### src/cda_pkg.sv
// Shared types, constants and calendar helpers for the calendar date adder.
// No dependencies; used by every design module of the block.
package cda_pkg;

    localparam int MONTHS_PER_YEAR    = 12;
    localparam int YEAR_CYCLE         = 400;
    localparam int YEAR_MAX           = 9999;
    localparam int QUEUE_DEPTH        = 2;

    // Month mode works on a biased month index so that it never goes negative.
    localparam int MONTH_OFFSET_YEARS = 3000;
    localparam int MONTH_INDEX_BIAS   = MONTHS_PER_YEAR * MONTH_OFFSET_YEARS;

    // Reciprocals scaled by 2**RECIP_SHIFT, exact for the operand ranges used here.
    localparam int RECIP_SHIFT        = 22;
    localparam int RECIP_MONTHS       = ((1 << RECIP_SHIFT) + MONTHS_PER_YEAR - 1)
                                        / MONTHS_PER_YEAR;
    localparam int RECIP_CYCLE        = ((1 << RECIP_SHIFT) + YEAR_CYCLE - 1) / YEAR_CYCLE;

    localparam logic [1:0] OP_DAYS   = 2'd0;
    localparam logic [1:0] OP_MONTHS = 2'd1;
    localparam logic [1:0] OP_YEARS  = 2'd2;

    typedef enum logic [1:0] {
        KIND_DAYS,
        KIND_MONTHS,
        KIND_YEARS
    } kind_t;

    // One classified beat as it travels from the front end to the back end.
    typedef struct packed {
        kind_t        kind;
        logic [4:0]   day;
        logic [3:0]   month;
        logic [13:0]  year;
        logic         fwd;
        logic [15:0]  mag;
        logic [18:0]  tmon;
        logic [16:0]  ysum;
    } entry_t;

    localparam logic [4:0] MONTH_LEN [MONTHS_PER_YEAR] = '{
        5'd31, 5'd28, 5'd31, 5'd30, 5'd31, 5'd30,
        5'd31, 5'd31, 5'd30, 5'd31, 5'd30, 5'd31
    };

    // The argument is the year modulo the 400-year cycle.
    function automatic logic is_leap(input logic [8:0] ymod);
        logic century;
        century = (ymod == 9'd100) || (ymod == 9'd200) || (ymod == 9'd300);
        return (ymod[1:0] == 2'b00) && !century;
    endfunction

    // Months outside 1..12 count as 31 days long.
    function automatic logic [4:0] days_in(input logic [3:0] month, input logic leap);
        logic [4:0] len;
        if ((month == 4'd0) || (month > 4'(MONTHS_PER_YEAR))) begin
            len = 5'd31;
        end
        else if ((month == 4'd2) && leap) begin
            len = 5'd29;
        end
        else begin
            len = MONTH_LEN[month - 4'd1];
        end
        return len;
    endfunction

endpackage

### src/cda_front.sv
// Front end: classifies each input beat and precomputes its operands.
// Depends on cda_pkg for the entry type, opcodes and constants.
module cda_front (
    input  logic               [1:0]  opcode,
    input  logic               [4:0]  day_in,
    input  logic               [3:0]  month_in,
    input  logic               [13:0] year_in,
    input  logic signed        [15:0] delta,
    output cda_pkg::entry_t           entry
);

    logic [15:0]        delta_u;
    logic signed [19:0] tmon_s;

    assign delta_u = delta;

    // Biased linear month index: year*12 + (month - 1) + delta + bias.
    assign tmon_s = $signed({6'b0, year_in}) * 20'sd12
                  + $signed({16'b0, month_in})
                  + $signed({{4{delta[15]}}, delta})
                  + 20'(cda_pkg::MONTH_INDEX_BIAS - 1);

    always_comb
    begin
        case (opcode)
            cda_pkg::OP_DAYS:   entry.kind = cda_pkg::KIND_DAYS;
            cda_pkg::OP_MONTHS: entry.kind = cda_pkg::KIND_MONTHS;
            default:            entry.kind = cda_pkg::KIND_YEARS;
        endcase
        entry.day   = day_in;
        entry.month = month_in;
        entry.year  = year_in;
        entry.fwd   = !delta[15] && (delta_u != 16'd0);
        entry.mag   = delta[15] ? (~delta_u + 16'd1) : delta_u;
        entry.tmon  = tmon_s[18:0];
        entry.ysum  = 17'($signed({3'b0, year_in}) + $signed({delta[15], delta}));
    end

endmodule

### src/cda_fifo.sv
// Short queue that decouples the front end from the back end.
// Depends on cda_pkg for the entry type and the default depth (two or more).
module cda_fifo #(
    parameter int DEPTH = cda_pkg::QUEUE_DEPTH
) (
    input  logic             clk,
    input  logic             rst_n,
    input  logic             push,
    output logic             full,
    input  cda_pkg::entry_t  wdata,
    input  logic             pop,
    output logic             empty,
    output cda_pkg::entry_t  rdata
);

    localparam int PTR_W = $clog2(DEPTH);
    localparam int CNT_W = $clog2(DEPTH + 1);

    cda_pkg::entry_t    mem_reg [DEPTH];
    logic [PTR_W-1:0]   wr_ptr_reg, wr_ptr_next;
    logic [PTR_W-1:0]   rd_ptr_reg, rd_ptr_next;
    logic [CNT_W-1:0]   count_reg, count_next;
    logic               do_push, do_pop;

    assign full    = (count_reg == CNT_W'(DEPTH));
    assign empty   = (count_reg == '0);
    assign do_push = push && !full;
    assign do_pop  = pop && !empty;
    assign rdata   = mem_reg[rd_ptr_reg];

    always_comb
    begin
        wr_ptr_next = wr_ptr_reg;
        rd_ptr_next = rd_ptr_reg;
        count_next  = count_reg;
        if (do_push) begin
            wr_ptr_next = (wr_ptr_reg == PTR_W'(DEPTH - 1)) ? '0 : wr_ptr_reg + 1'b1;
        end
        if (do_pop) begin
            rd_ptr_next = (rd_ptr_reg == PTR_W'(DEPTH - 1)) ? '0 : rd_ptr_reg + 1'b1;
        end
        if (do_push && !do_pop) begin
            count_next = count_reg + 1'b1;
        end
        else if (do_pop && !do_push) begin
            count_next = count_reg - 1'b1;
        end
    end

    always_ff @(posedge clk or negedge rst_n)
    begin
        if (!rst_n) begin
            wr_ptr_reg <= '0;
            rd_ptr_reg <= '0;
            count_reg  <= '0;
        end
        else begin
            wr_ptr_reg <= wr_ptr_next;
            rd_ptr_reg <= rd_ptr_next;
            count_reg  <= count_next;
        end
    end

    always_ff @(posedge clk)
    begin
        if (do_push) begin
            mem_reg[wr_ptr_reg] <= wdata;
        end
    end

endmodule

### src/cda_back.sv
// Back end: carries out one queued beat at a time and holds the result register.
// Depends on cda_pkg for the entry type, calendar helpers and constants.
module cda_back (
    input  logic             clk,
    input  logic             rst_n,
    input  logic             q_empty,
    output logic             q_pop,
    input  cda_pkg::entry_t  q_data,
    output logic             empty,
    input  logic             pop,
    output logic [4:0]       day_out,
    output logic [3:0]       month_out,
    output logic [13:0]      year_out,
    output logic             year_overflow
);

    localparam logic [2:0] S_IDLE = 3'd0;
    localparam logic [2:0] S_MUL  = 3'd1;
    localparam logic [2:0] S_FIX  = 3'd2;
    localparam logic [2:0] S_WALK = 3'd3;
    localparam logic [2:0] S_FIN  = 3'd4;

    logic [2:0]           state_reg, state_next;
    cda_pkg::kind_t       kind_reg, kind_next;
    logic [4:0]           d_reg, d_next;
    logic [3:0]           m_reg, m_next;
    logic signed [16:0]   y_reg, y_next;
    logic [8:0]           ymod_reg, ymod_next;
    logic [15:0]          cnt_reg, cnt_next;
    logic                 fwd_reg, fwd_next;
    logic [18:0]          t_reg, t_next;
    logic [14:0]          q_reg, q_next;

    logic                 out_valid_reg, out_valid_next;
    logic [4:0]           day_out_reg;
    logic [3:0]           month_out_reg;
    logic [13:0]          year_out_reg;
    logic                 ovf_out_reg;

    logic                 fin_write;
    logic [18:0]          recip;
    logic [37:0]          prod;
    logic [18:0]          rem;
    logic [4:0]           dmax;
    logic [5:0]           steps;
    logic [3:0]           m_roll;
    logic signed [16:0]   y_roll;
    logic [8:0]           ymod_roll;
    logic [13:0]          year_clamped;
    logic                 ovf_clamped;

    assign empty         = !out_valid_reg;
    assign day_out       = day_out_reg;
    assign month_out     = month_out_reg;
    assign year_out      = year_out_reg;
    assign year_overflow = ovf_out_reg;

    // One shared reciprocal multiplier serves the month split and the year cycle.
    assign recip = (kind_reg == cda_pkg::KIND_MONTHS) ? 19'(cda_pkg::RECIP_MONTHS)
                                                      : 19'(cda_pkg::RECIP_CYCLE);
    assign prod  = {19'b0, t_reg} * {19'b0, recip};
    assign rem   = (kind_reg == cda_pkg::KIND_MONTHS)
                 ? t_reg - ({4'b0, q_reg} * 19'(cda_pkg::MONTHS_PER_YEAR))
                 : t_reg - ({4'b0, q_reg} * 19'(cda_pkg::YEAR_CYCLE));

    assign dmax = cda_pkg::days_in(m_reg, cda_pkg::is_leap(ymod_reg));

    // Days to walk before the current month is left, in the walk direction.
    always_comb
    begin
        if (fwd_reg) begin
            steps = (d_reg <= dmax) ? ({1'b0, dmax} - {1'b0, d_reg} + 6'd1) : 6'd1;
        end
        else begin
            steps = ((d_reg != 5'd0) && ({1'b0, d_reg} <= {1'b0, dmax} + 6'd1))
                  ? {1'b0, d_reg} : 6'd1;
        end
    end

    // Neighboring month; forward, months above 12 wrap as December does; backward, 0 and 14..15 wrap as January does.
    always_comb
    begin
        m_roll    = m_reg;
        y_roll    = y_reg;
        ymod_roll = ymod_reg;
        if (fwd_reg) begin
            if (m_reg >= 4'(cda_pkg::MONTHS_PER_YEAR)) begin
                m_roll    = 4'd1;
                y_roll    = y_reg + 17'sd1;
                ymod_roll = (ymod_reg == 9'(cda_pkg::YEAR_CYCLE - 1)) ? 9'd0 : ymod_reg + 9'd1;
            end
            else begin
                m_roll = m_reg + 4'd1;
            end
        end
        else begin
            if ((m_reg <= 4'd1) || (m_reg >= 4'(cda_pkg::MONTHS_PER_YEAR + 2))) begin
                m_roll    = 4'(cda_pkg::MONTHS_PER_YEAR);
                y_roll    = y_reg - 17'sd1;
                ymod_roll = (ymod_reg == 9'd0) ? 9'(cda_pkg::YEAR_CYCLE - 1) : ymod_reg - 9'd1;
            end
            else begin
                m_roll = m_reg - 4'd1;
            end
        end
    end

    always_comb
    begin
        if (y_reg < 17'sd0) begin
            year_clamped = 14'd0;
            ovf_clamped  = 1'b1;
        end
        else if (y_reg > 17'(cda_pkg::YEAR_MAX)) begin
            year_clamped = 14'(cda_pkg::YEAR_MAX);
            ovf_clamped  = 1'b1;
        end
        else begin
            year_clamped = y_reg[13:0];
            ovf_clamped  = 1'b0;
        end
    end

    always_comb
    begin
        state_next = state_reg;
        kind_next  = kind_reg;
        d_next     = d_reg;
        m_next     = m_reg;
        y_next     = y_reg;
        ymod_next  = ymod_reg;
        cnt_next   = cnt_reg;
        fwd_next   = fwd_reg;
        t_next     = t_reg;
        q_next     = q_reg;
        q_pop      = 1'b0;
        fin_write  = 1'b0;
        case (state_reg)
            S_IDLE: begin
                if (!q_empty) begin
                    q_pop     = 1'b1;
                    kind_next = q_data.kind;
                    d_next    = q_data.day;
                    m_next    = q_data.month;
                    fwd_next  = q_data.fwd;
                    cnt_next  = q_data.mag;
                    if (q_data.kind == cda_pkg::KIND_YEARS) begin
                        y_next     = $signed(q_data.ysum);
                        state_next = S_FIN;
                    end
                    else begin
                        y_next     = $signed({3'b0, q_data.year});
                        t_next     = (q_data.kind == cda_pkg::KIND_MONTHS)
                                   ? q_data.tmon : {5'b0, q_data.year};
                        state_next = S_MUL;
                    end
                end
            end
            S_MUL: begin
                q_next     = prod[cda_pkg::RECIP_SHIFT +: 15];
                state_next = S_FIX;
            end
            S_FIX: begin
                if (kind_reg == cda_pkg::KIND_MONTHS) begin
                    y_next     = $signed({2'b0, q_reg}) - 17'(cda_pkg::MONTH_OFFSET_YEARS);
                    m_next     = rem[3:0] + 4'd1;
                    state_next = S_FIN;
                end
                else begin
                    ymod_next  = rem[8:0];
                    state_next = S_WALK;
                end
            end
            S_WALK: begin
                if (cnt_reg == 16'd0) begin
                    state_next = S_FIN;
                end
                else if (cnt_reg < {10'b0, steps}) begin
                    d_next     = fwd_reg ? d_reg + cnt_reg[4:0] : d_reg - cnt_reg[4:0];
                    cnt_next   = 16'd0;
                    state_next = S_FIN;
                end
                else begin
                    cnt_next  = cnt_reg - {10'b0, steps};
                    m_next    = m_roll;
                    y_next    = y_roll;
                    ymod_next = ymod_roll;
                    d_next    = fwd_reg ? 5'd1
                              : cda_pkg::days_in(m_roll, cda_pkg::is_leap(ymod_roll));
                end
            end
            S_FIN: begin
                if (!out_valid_reg || pop) begin
                    fin_write  = 1'b1;
                    state_next = S_IDLE;
                end
            end
            default: begin
                state_next = S_IDLE;
            end
        endcase
    end

    assign out_valid_next = (out_valid_reg && !pop) || fin_write;

    always_ff @(posedge clk or negedge rst_n)
    begin
        if (!rst_n) begin
            state_reg     <= S_IDLE;
            kind_reg      <= cda_pkg::KIND_DAYS;
            fwd_reg       <= 1'b0;
            cnt_reg       <= 16'd0;
            out_valid_reg <= 1'b0;
        end
        else begin
            state_reg     <= state_next;
            kind_reg      <= kind_next;
            fwd_reg       <= fwd_next;
            cnt_reg       <= cnt_next;
            out_valid_reg <= out_valid_next;
        end
    end

    always_ff @(posedge clk)
    begin
        d_reg    <= d_next;
        m_reg    <= m_next;
        y_reg    <= y_next;
        ymod_reg <= ymod_next;
        t_reg    <= t_next;
        q_reg    <= q_next;
        if (fin_write) begin
            day_out_reg   <= d_reg;
            month_out_reg <= m_reg;
            year_out_reg  <= year_clamped;
            ovf_out_reg   <= ovf_clamped;
        end
    end

endmodule

### src/calendar_date_adder.sv
// Top level of the calendar date adder: front end, queue and back end.
// Depends on cda_pkg, cda_front, cda_fifo and cda_back.
//
// Shifts a Gregorian date by a signed count of days, months or years and
// returns one result beat per input beat, in order. Opcode 0 walks days one
// month per cycle through the back end's month-step loop; month beats only
// pass the multiply and fix states, and year beats go straight to the finish
// state. Month and year modes pass the day through unclamped. A result
// year outside 0..9999 is clamped to the nearest bound and year_overflow is
// set. The input queue holds QUEUE_DEPTH beats (two or more), so new beats
// are accepted while an earlier one is still being worked on or waits to be
// popped.
module calendar_date_adder #(
    parameter int QUEUE_DEPTH = cda_pkg::QUEUE_DEPTH
) (
    input  logic               clk,
    input  logic               rst_n,
    input  logic               push,
    output logic               full,
    input  logic        [1:0]  opcode,
    input  logic        [4:0]  day_in,
    input  logic        [3:0]  month_in,
    input  logic        [13:0] year_in,
    input  logic signed [15:0] delta,
    output logic               empty,
    input  logic               pop,
    output logic        [4:0]  day_out,
    output logic        [3:0]  month_out,
    output logic        [13:0] year_out,
    output logic               year_overflow
);

    cda_pkg::entry_t front_entry;
    cda_pkg::entry_t q_data;
    logic            q_empty;
    logic            q_pop;

    cda_front u_front (
        .opcode   (opcode),
        .day_in   (day_in),
        .month_in (month_in),
        .year_in  (year_in),
        .delta    (delta),
        .entry    (front_entry)
    );

    cda_fifo #(
        .DEPTH (QUEUE_DEPTH)
    ) u_fifo (
        .clk   (clk),
        .rst_n (rst_n),
        .push  (push),
        .full  (full),
        .wdata (front_entry),
        .pop   (q_pop),
        .empty (q_empty),
        .rdata (q_data)
    );

    cda_back u_back (
        .clk           (clk),
        .rst_n         (rst_n),
        .q_empty       (q_empty),
        .q_pop         (q_pop),
        .q_data        (q_data),
        .empty         (empty),
        .pop           (pop),
        .day_out       (day_out),
        .month_out     (month_out),
        .year_out      (year_out),
        .year_overflow (year_overflow)
    );

endmodule

### config.mk
export PLATFORM = sky130hd
export DESIGN_NAME = calendar_date_adder
export DESIGN_NICKNAME = d
export VERILOG_FILES = /design/src/cda_pkg.sv /design/src/cda_front.sv /design/src/cda_fifo.sv /design/src/cda_back.sv /design/src/calendar_date_adder.sv
export SDC_FILE = /design/constraint.sdc
export NUM_CORES = 1
export LEC_CHECK = 0
export BUFFER_PORTS_ARGS = -buffer_cell sky130_fd_sc_hd__buf_2
export CAP_MARGIN = 10
export CORE_ASPECT_RATIO = 1.4
export CORE_MARGIN = 2
export CORE_UTILIZATION = 30
export DETAILED_ROUTE_END_ITERATION = 8
export HOLD_SLACK_MARGIN = 0.03
export SLEW_MARGIN = 20
export SYNTH_ARGS = -nofsm -noshare
export SYNTH_HDL_FRONTEND = slang
export SYNTH_SLANG_ARGS = --single-unit
export TNS_END_PERCENT = 1
### constraint.sdc
create_clock -name clk -period 9.62 [get_ports clk]
set_input_delay 1.924 -clock clk [delete_from_list [all_inputs] [get_ports clk]]
set_output_delay 1.924 -clock clk [all_outputs]
set_load 0.02 [all_outputs]
==> results of run 1 <==
logic make-up (layout without fill, tap and decap cells):
group	count (synthesis)	count (layout)	share of synthesized area, %
AND/OR/NAND/NOR	425	425	8.50
other	2	39	0.0309
adder cells (fa/ha/maj)	502	502	31.8
buffers and inverters	424	502	6.67
flip-flops	276	276	33.6
AO/OA/AOI/OAI	400	400	10.4
XOR/XNOR	130	130	4.69
multiplexers	70	70	4.36
final cells by class:
type                    count  share of cell area (%)
repair buffers             88                    1.80
multi-input cells        1565                    54.3
clock inverters            23                   0.996
clock buffers              33                    2.82
flip-flops and latches    276                    30.2
diodes                      1                 0.00926
well taps                1062                    4.92
inverters                 358                    4.98
critical path, stage by stage (launching register included):
cell and delay (ps):
dfrtp_1 360, nand2b_2 350, buf_4 390, nor2_1 170, ha_1 300, inv_1 50
fa_1 530, inv_1 60, fa_1 530, fa_1 550, inv_1 50, fa_1 530
inv_1 50, fa_1 480, ha_1 320, a211oi_1 290, o21ai_0 180, a41oi_1 400
nor2b_1 220, a211oi_1 110, a211oi_1 350, o21bai_1 140, a21o_1 210, a21oi_1 170
xnor2_1 80
how the worst min path moves through the flow:
stage                                      end  cells after the start                             from
2_1_floorplan    u_back.month_out[3]$_DFFE_PP_                      0        u_back.m_reg[3]$_DFFE_PP_
3_3_place_gp    u_back.cnt_reg[12]$_DFFE_PN0P_                      1   u_back.cnt_reg[12]$_DFFE_PN0P_
3_5_place_dp     u_back.cnt_reg[8]$_DFFE_PN0P_                      1    u_back.cnt_reg[8]$_DFFE_PN0P_
4_1_cts        u_fifo.count_reg[1]$_DFFE_PN0P_                      1  u_fifo.count_reg[1]$_DFFE_PN0P_
5_1_grt          u_back.cnt_reg[8]$_DFFE_PN0P_                      1    u_back.cnt_reg[8]$_DFFE_PN0P_
6_report         u_back.cnt_reg[8]$_DFFE_PN0P_                      1    u_back.cnt_reg[8]$_DFFE_PN0P_
cells in the mapped netlist (7+ instances only):
library cell  instances
a22o_1                7
o31ai_1               9
o21a_1               14
mux4_2               28
o211ai_1              7
a21o_1               28
a31oi_1              10
mux2i_1              36
nand3_1              32
xnor2_1              91
edfxtp_1            249
nor2_1              121
fa_1                190
nor2b_1              23
o22ai_1              13
ha_1                312
nand2_1             114
o21bai_1             10
and2_1               20
xor2_1               39
clkbuf_1             55
and3_1                7
nand4_1               7
o21ai_0             110
a211oi_1             17
nor3_1               31
or2_2                 8
dfrtp_1              27
nand2b_1             22
inv_1               357
a21oi_1             111
per-stage QoR:
step | cell area [µm²] | utilization (%) | hold slack [ps]
after floorplan | 24400 | - | 443
after global placement | 26000 | 32.4 | 499
after detailed placement | 26000 | 32.4 | 503
after CTS | 27000 | 33.7 | 517
after global routing | 27000 | 33.7 | 535
final | 27000 | 33.7 | 517
routing by layer:
metal | part of all wire [%] | track usage (%) | vias to the layer above
met5 | 0 | 0 | -
li1 | - | - | 7853
met4 | 2.2 | 3.57 | 0
met1 | 41 | 16.9 | 7968
met2 | 54 | 26.9 | 243
met3 | 2.6 | 1.06 | 76
==> metrics.cfg, run 1 <==
[global_routing]
antenna_found_initial=5
globalRoute.totalOverflow=0
grt_pass1_wl_mm=92.9
grt_pass1_vias=17115
grt_max_degree=74
track_usage_pct=14.1

[critical_path]
cp.arrival_ps=7480
cp-start-kind=flip-flop
r2r_end=u_back.q_reg[14]$_DFFE_PP_
crit_path_max_fanout=36
endpoint_kind=flip-flop
required_ps=9930
worstSetupEndpoint=u_back.q_reg[14]$_DFFE_PP_
r2r_start=u_back.kind_reg[1]$_DFFE_PN0P_
criticalPathCategory=flip-flop to flip-flop
ff2ff_setup_slack_ps=2460
reg2reg_depth=24
crit_start=u_back.kind_reg[1]$_DFFE_PN0P_

[timing]
fin_tns_setup_ps=0
setup_slack_ps=2460
slew-limit-headroom_pct=31.6
period_minus_slack_ps=7160
fmax_mhz=140
fin_crit_sh_pct=74.5
drv_slew=0
worst_pin_slew_ps=1030
finalHoldViolCount=0
rsz0062_at_grt=no
setup_viol=0
skew_ps=22.7

[clocking]
cts_tree=built
cts_setup_buffers=0
root_buffer=clkbuf_16
ctsHoldBuffers=0
cts_buffers=30
clock_latency_ps=590
clock_sink_count=276
cts_resized=0
cts_max_level=1
path_clk_slew_ps=70
clock_path_buffers=3

[die]
dieArea_um2=83200
pin_count=71
die_w_um=244
die_h_um=341
num_rows=123
coreArea_um2=80200
start_util_pct=30.3

[synth]
ys_ff_latch=276
synth_area_per_cell_um2=10.9
synthCells=2229
async_flop_share_pct=9.78
ys_warn_count=0
yosys-top-cells-area=edfxtp_1, ha_1, fa_1
synth_largest_area_cell=edfxtp_1
synth_cell_type_count=85
dominantRegCellSynth=edfxtp_1
yosysTopAreaCellShare_pct=30.8
synth-seq-area-share_pct=33.6
synth_edf_count=249
synth_area_um2=24300

[layout]
largest_reg_flops=156
multi_input_area_um2=14700
nets=2866
seq_area_um2=8160
num-fill-cells=7972
layout_commonest_cell=inv_1
fin_cells=3406
drive_above_1_share_pct=8.58
area.growth.synth_to_final_pct=11.3
mostFrequentLayoutCells=inv_1, ha_1, edfxtp_1

[flow_run]
maxCapViolations=0

[placement]
place.gp.congestion=0.860
place_ws_ps=2490
port_buffers=70
dp.cells=3349
hpwl_mm=46.9

[route]
detail_route.wl_per_cell_um=17.0
drt_wl_total_mm=57.9
vias=16140
ant_nets=0
first_pass_iters=5
drcViolationCount=0
viasPerCell=4.74
drt_iter0_drc=830

[worst_hold_path]
hold_path.class=flip-flop to flip-flop

[status]
status=finished clean

Power of run 1 is left out: the tool's default activity adds up to more than one toggle a clock period on the data nets, which glitch-free logic cannot reach.
==> inputs of run 2 (changes only) <==
Settings changed: ABC_AREA set to 1.
Clock period 9.62 ns to 6.7 ns, I/O delays scaled along.
==> metrics.cfg, run 2 <==
[synth]
synth_area_um2=25100
synth_edf_count=249
ys_warn_count=0
dominantRegCellSynth=edfxtp_1
synth_cell_type_count=66
yosysMostFrequentCell=inv_1
synth_area_per_cell_um2=9.32
synth_common_cells=inv_1, nand2_1, ha_1, edfxtp_1, nor2_1
ys_ff_latch=276
yosysTopAreaCellShare_pct=29.8
async_flop_share_pct=9.78
synth-seq-area-share_pct=32.5
synthCells=2693
yosys-top-cells-area=edfxtp_1, ha_1, fa_1
synth_largest_area_cell=edfxtp_1

[route]
detail_route.wl_per_cell_um=16.4
drcViolationCount=0
drt_iter0_drc=973
drt_wl_total_mm=63.8
viasPerCell=4.70
vias=18319
first_pass_iters=7
ant_nets=0

[clocking]
cts_tree=built
clock_latency_ps=580
clock_sink_count=276
clock_path_buffers=3
cts_max_level=1
cts_buffers=27
path_clk_slew_ps=60
root_buffer=clkbuf_16
cts_setup_buffers=0

[global_routing]
grt_pass1_wl_mm=103
globalRoute.totalOverflow=0
antenna_found_initial=0
track_usage_pct=14.9
grt_pass1_vias=18874
grt_max_degree=67

[layout]
num-fill-cells=8589
multi_input_area_um2=14900
seq_area_um2=8150
mostFrequentLayoutCells=inv_1, nand2_1, ha_1
antenna_cells=0
largest_reg_flops=156
nets=3343
drive_above_1_share_pct=8.13
layout_commonest_cell=inv_1
area.growth.synth_to_final_pct=10.8

[worst_hold_path]
worstHoldStart=u_back.kind_reg[1]$_DFFE_PN0P_
hold_depth=2
hold_end=u_back.kind_reg[1]$_DFFE_PN0P_
hold_path.class=flip-flop to flip-flop

[critical_path]
required_ps=6980
reg2reg_depth=21
crit_path_max_fanout=36
cp.arrival_ps=6470
r2r_end=u_back.q_reg[2]$_DFFE_PP_
endpoint_kind=flip-flop
criticalPathCategory=flip-flop to flip-flop
cp-start-kind=flip-flop
r2r_start=u_back.kind_reg[0]$_DFFE_PN0P_
ff2ff_setup_slack_ps=510

[status]
status=finished clean

[die]
dieArea_um2=86000
coreArea_um2=82900
num_rows=125
start_util_pct=30.3
die_w_um=248
pin_count=71
die_h_um=346

[timing]
period_minus_slack_ps=6190
skew_ps=34.1
fin_hold_ws_ps=496
worst_pin_slew_ps=903
fin_crit_sh_pct=92.4
setup_viol=0
drv_slew=0
slew-limit-headroom_pct=39.8
fin_tns_setup_ps=0
rsz0062_at_grt=no
finalHoldViolCount=0
fmax_mhz=161

[placement]
port_buffers=70
hpwl_mm=52.2
place.gp.congestion=0.900

[flow_run]
maxCapViolations=0

-- run 2: changes by cell type in the layout (fill, tap and decap cells not counted), moves of 21 or more --
cell	before	now
nand2_1	114	376
inv_1	357	494
nor2_1	120	193
a21oi_1	111	182
nand3_1	32	93
xnor2_1	91	34
o211ai_1	7	41
xor2_1	39	73
or2_2	8	39
mux4_2	28	0
nor2b_1	23	0
a21o_1	28	7
mux2i_1	36	15
nand2b_1	21	0
-- run 2: timing repair --
action	CTS	global route
hold buffers	0	0
resized for setup	0	1
endpoints found under the setup margin	0	17
-- run 2: metrics by stage --
| stage | area, µm² | setup slack [ps] | std cells | utilization (%) |
|---|---|---|---|---|
| after detailed placement | 26900 | 541 | 3846 | 32.5 |
| after floorplan | 25200 | 1040 | 2729 | - |
| after global routing | 27800 | 103 | 3896 | 33.6 |
| final | 27800 | 507 | 3896 | 33.6 |
| after global placement | 26900 | 581 | 3846 | 32.5 |
| after CTS | 27800 | 514 | 3896 | 33.6 |
-- run 2: kinds of logic (layout without fill, tap and decap cells) --
family,count (synthesis),after routing,synth area share (%)
flip-flops,276,276,32.5
AND/OR/NAND/NOR,779,779,13.3
other,2,38,0.0299
XOR/XNOR,107,107,3.73
multiplexers,15,15,0.598
buffers and inverters,570,658,8.70
AO/OA/AOI/OAI,442,442,10.4
adder cells (fa/ha/maj),502,502,30.7
-- run 2: worst max-delay path, cell delays in order, from the launching register on --
cell     delay (ps)
dfrtp_1         400
nand2_2         110
buf_4           380
nor2_1          200
a21oi_1         350
inv_1            90
ha_1            300
fa_1            500
inv_1            50
fa_1            460
fa_1            530
fa_1            550
inv_1            50
fa_1            470
ha_1            330
a21oi_1         270
inv_1            70
a21oi_1         110
o21ai_0         130
a21oi_1         210
o21ai_0         140
xor2_1          190
-- run 2: routing by layer --
| layer | wire, µm | share of wire [%] | track usage, % |
|---|---|---|---|
| met5 | 0 | 0 | 0 |
| met4 | 2050 | 3.2 | 4.73 |
| met3 | 1730 | 2.7 | 1.11 |
| met2 | 33800 | 53 | 28.3 |
| met1 | 26200 | 41 | 17.5 |
-- run 2: worst max path at each step --
stage / start / end / cells past startpoint
final: u_back.kind_reg[0]$_DFFE_PN0P_ / u_back.q_reg[2]$_DFFE_PP_ / 21
after global routing: u_back.m_reg[0]$_DFFE_PP_ / u_back.y_reg[9]$_DFFE_PP_ / 28
after CTS: u_back.kind_reg[0]$_DFFE_PN0P_ / u_back.q_reg[2]$_DFFE_PP_ / 21
after detailed placement: u_back.kind_reg[0]$_DFFE_PN0P_ / u_back.q_reg[2]$_DFFE_PP_ / 21
after global placement: u_back.kind_reg[0]$_DFFE_PN0P_ / u_back.q_reg[2]$_DFFE_PP_ / 21
after floorplan: u_back.kind_reg[1]$_DFFE_PN0P_ / u_back.q_reg[11]$_DFFE_PP_ / 24
-- run 2: cell type report --
type,count,share of cell area (%)
timing repair buffer,102,2.12
clock buffer,31,2.56
tap,1079,4.85
inverter,506,6.85
multi-input combinational,1883,53.7
clock inverter,19,0.625
sequential,276,29.3
Power of run 2 is left out for the same reason.
==> inputs of run 3 (changes only) <==
Settings changed: CORE_UTILIZATION 30 to 55, PLACE_DENSITY set to 0.72.
==> metrics.cfg, run 3 (synthesis results as in run 2) <==
[global_routing]
track_usage_pct=27.3
grt_pass1_wl_mm=101
antenna_found_initial=0
globalRoute.totalOverflow=0
grt_pass1_vias=19829
grt_max_degree=70

[die]
die_h_um=257
dieArea_um2=47400
pin_count=71
start_util_pct=55.8
die_w_um=185
coreArea_um2=45000
num_rows=92

[timing]
skew_ps=32.5
drv_slew=0
worst_pin_slew_ps=949
rsz0062_at_grt=no
period_minus_slack_ps=6180
fin_hold_ws_ps=495
finalHoldViolCount=0
slew-limit-headroom_pct=36.7
fin_tns_setup_ps=0
setup_viol=0
fin_crit_sh_pct=92.2
fmax_mhz=162

[critical_path]
cp.arrival_ps=6480
ff2ff_setup_slack_ps=520
required_ps=7000
cp-start-kind=flip-flop
endpoint_kind=flip-flop
crit_path_max_fanout=52
criticalPathCategory=flip-flop to flip-flop

[clocking]
cts_resized=0
ctsHoldBuffers=0
clock_latency_ps=580
cts_setup_buffers=0
root_buffer=clkbuf_16
cts_buffers=28
path_clk_slew_ps=70
cts_tree=built
clock_sink_count=276
cts_max_level=1
clock_path_buffers=3

[route]
wl_met1_mm=24.4
drcViolationCount=0
dr_wl_met2_mm=32.7
dr_wl_met3_mm=2.57
vias=18958
viasPerCell=5.54
drt_iter0_drc=1309
highest-signal-layer=met4
ant_nets=0
detail_route.wl_per_cell_um=18.2
first_pass_iters=8
drt_wl_total_mm=62.4

[worst_hold_path]
hold_path.class=flip-flop to flip-flop

[layout]
area.growth.synth_to_final_pct=8.48
largest_reg_flops=156
antenna_cells=0
nets=3337
drive_above_1_share_pct=7.93
mostFrequentLayoutCells=inv_1, nand2_1, ha_1
fin_cells=3423
layout_commonest_cell=inv_1

[placement]
hpwl_mm=50.5
place.gp.congestion=0.962
dp.cells=3371
port_buffers=70

[flow_run]
maxCapViolations=0

[status]
status=finished clean

[run 3: changes by cell type in the layout (fill, tap and decap cells not counted), moves of 2 or more]
cell / delta
buf_4: -8
clkbuf_1: +2
clkinv_1: -2
clkinv_4: +2
clkinvlp_4: -2
[run 3: worst paths after layout]
check,start,end,cells after the start
worst max register to register,u_back.kind_reg[0]$_DFFE_PN0P_,u_back.q_reg[11]$_DFFE_PP_,22
worst min-delay path,u_back.kind_reg[1]$_DFFE_PN0P_,u_back.kind_reg[1]$_DFFE_PN0P_,2
worst max-delay path,u_back.kind_reg[0]$_DFFE_PN0P_,u_back.q_reg[11]$_DFFE_PP_,22
max in group asynchronous,rst_n,u_fifo.rd_ptr_reg$_DFFE_PN0P_,1
min in group asynchronous,rst_n,u_back.cnt_reg[2]$_DFFE_PN0P_,1
worst min register to register,u_back.kind_reg[1]$_DFFE_PN0P_,u_back.kind_reg[1]$_DFFE_PN0P_,2
[run 3: area by class of cell]
type                    count  area (µm²)
fillers                  3847       17800
multi-input cells        1883       14900
flip-flops and latches    276        8150
inverters                 506        1900
well taps                 611         764
clock buffers              34         743
repair buffers             95         551
clock inverters            18         188
[run 3: per-stage QoR]
stage | setup WS [ps] | instance area (µm²) | util [%]
3_3_place_gp | 695 | 26300 | 58.4
4_1_cts | 543 | 27200 | 60.5
2_1_floorplan | 1040 | 25200 | -
3_5_place_dp | 572 | 26300 | 58.4
5_1_grt | 211 | 27200 | 60.5
6_report | 525 | 27200 | 60.5
[run 3: layer usage]
metal	GRT usage, %	vias to the layer above
li1	-	9070
met1	33.1	9221
met2	49.5	526
met3	2.36	141
met4	11.2	0
met5	0	-
[run 3: critical path, stage by stage, from the launching register on]
cell and delay (ps):
dfrtp_1 390, nand2_1 140, buf_12 240, nor2_1 200, nor2_1 370, inv_1 90, ha_1 280, inv_1 50
fa_1 470, fa_1 490, inv_1 50, fa_1 530, inv_1 50, fa_1 530, inv_1 60, fa_1 470
ha_1 370, nand2_1 110, nor3_1 230, nand2_1 80, o211ai_1 340, a21oi_1 140, xor2_1 170
Power of run 3 is left out for the same reason.
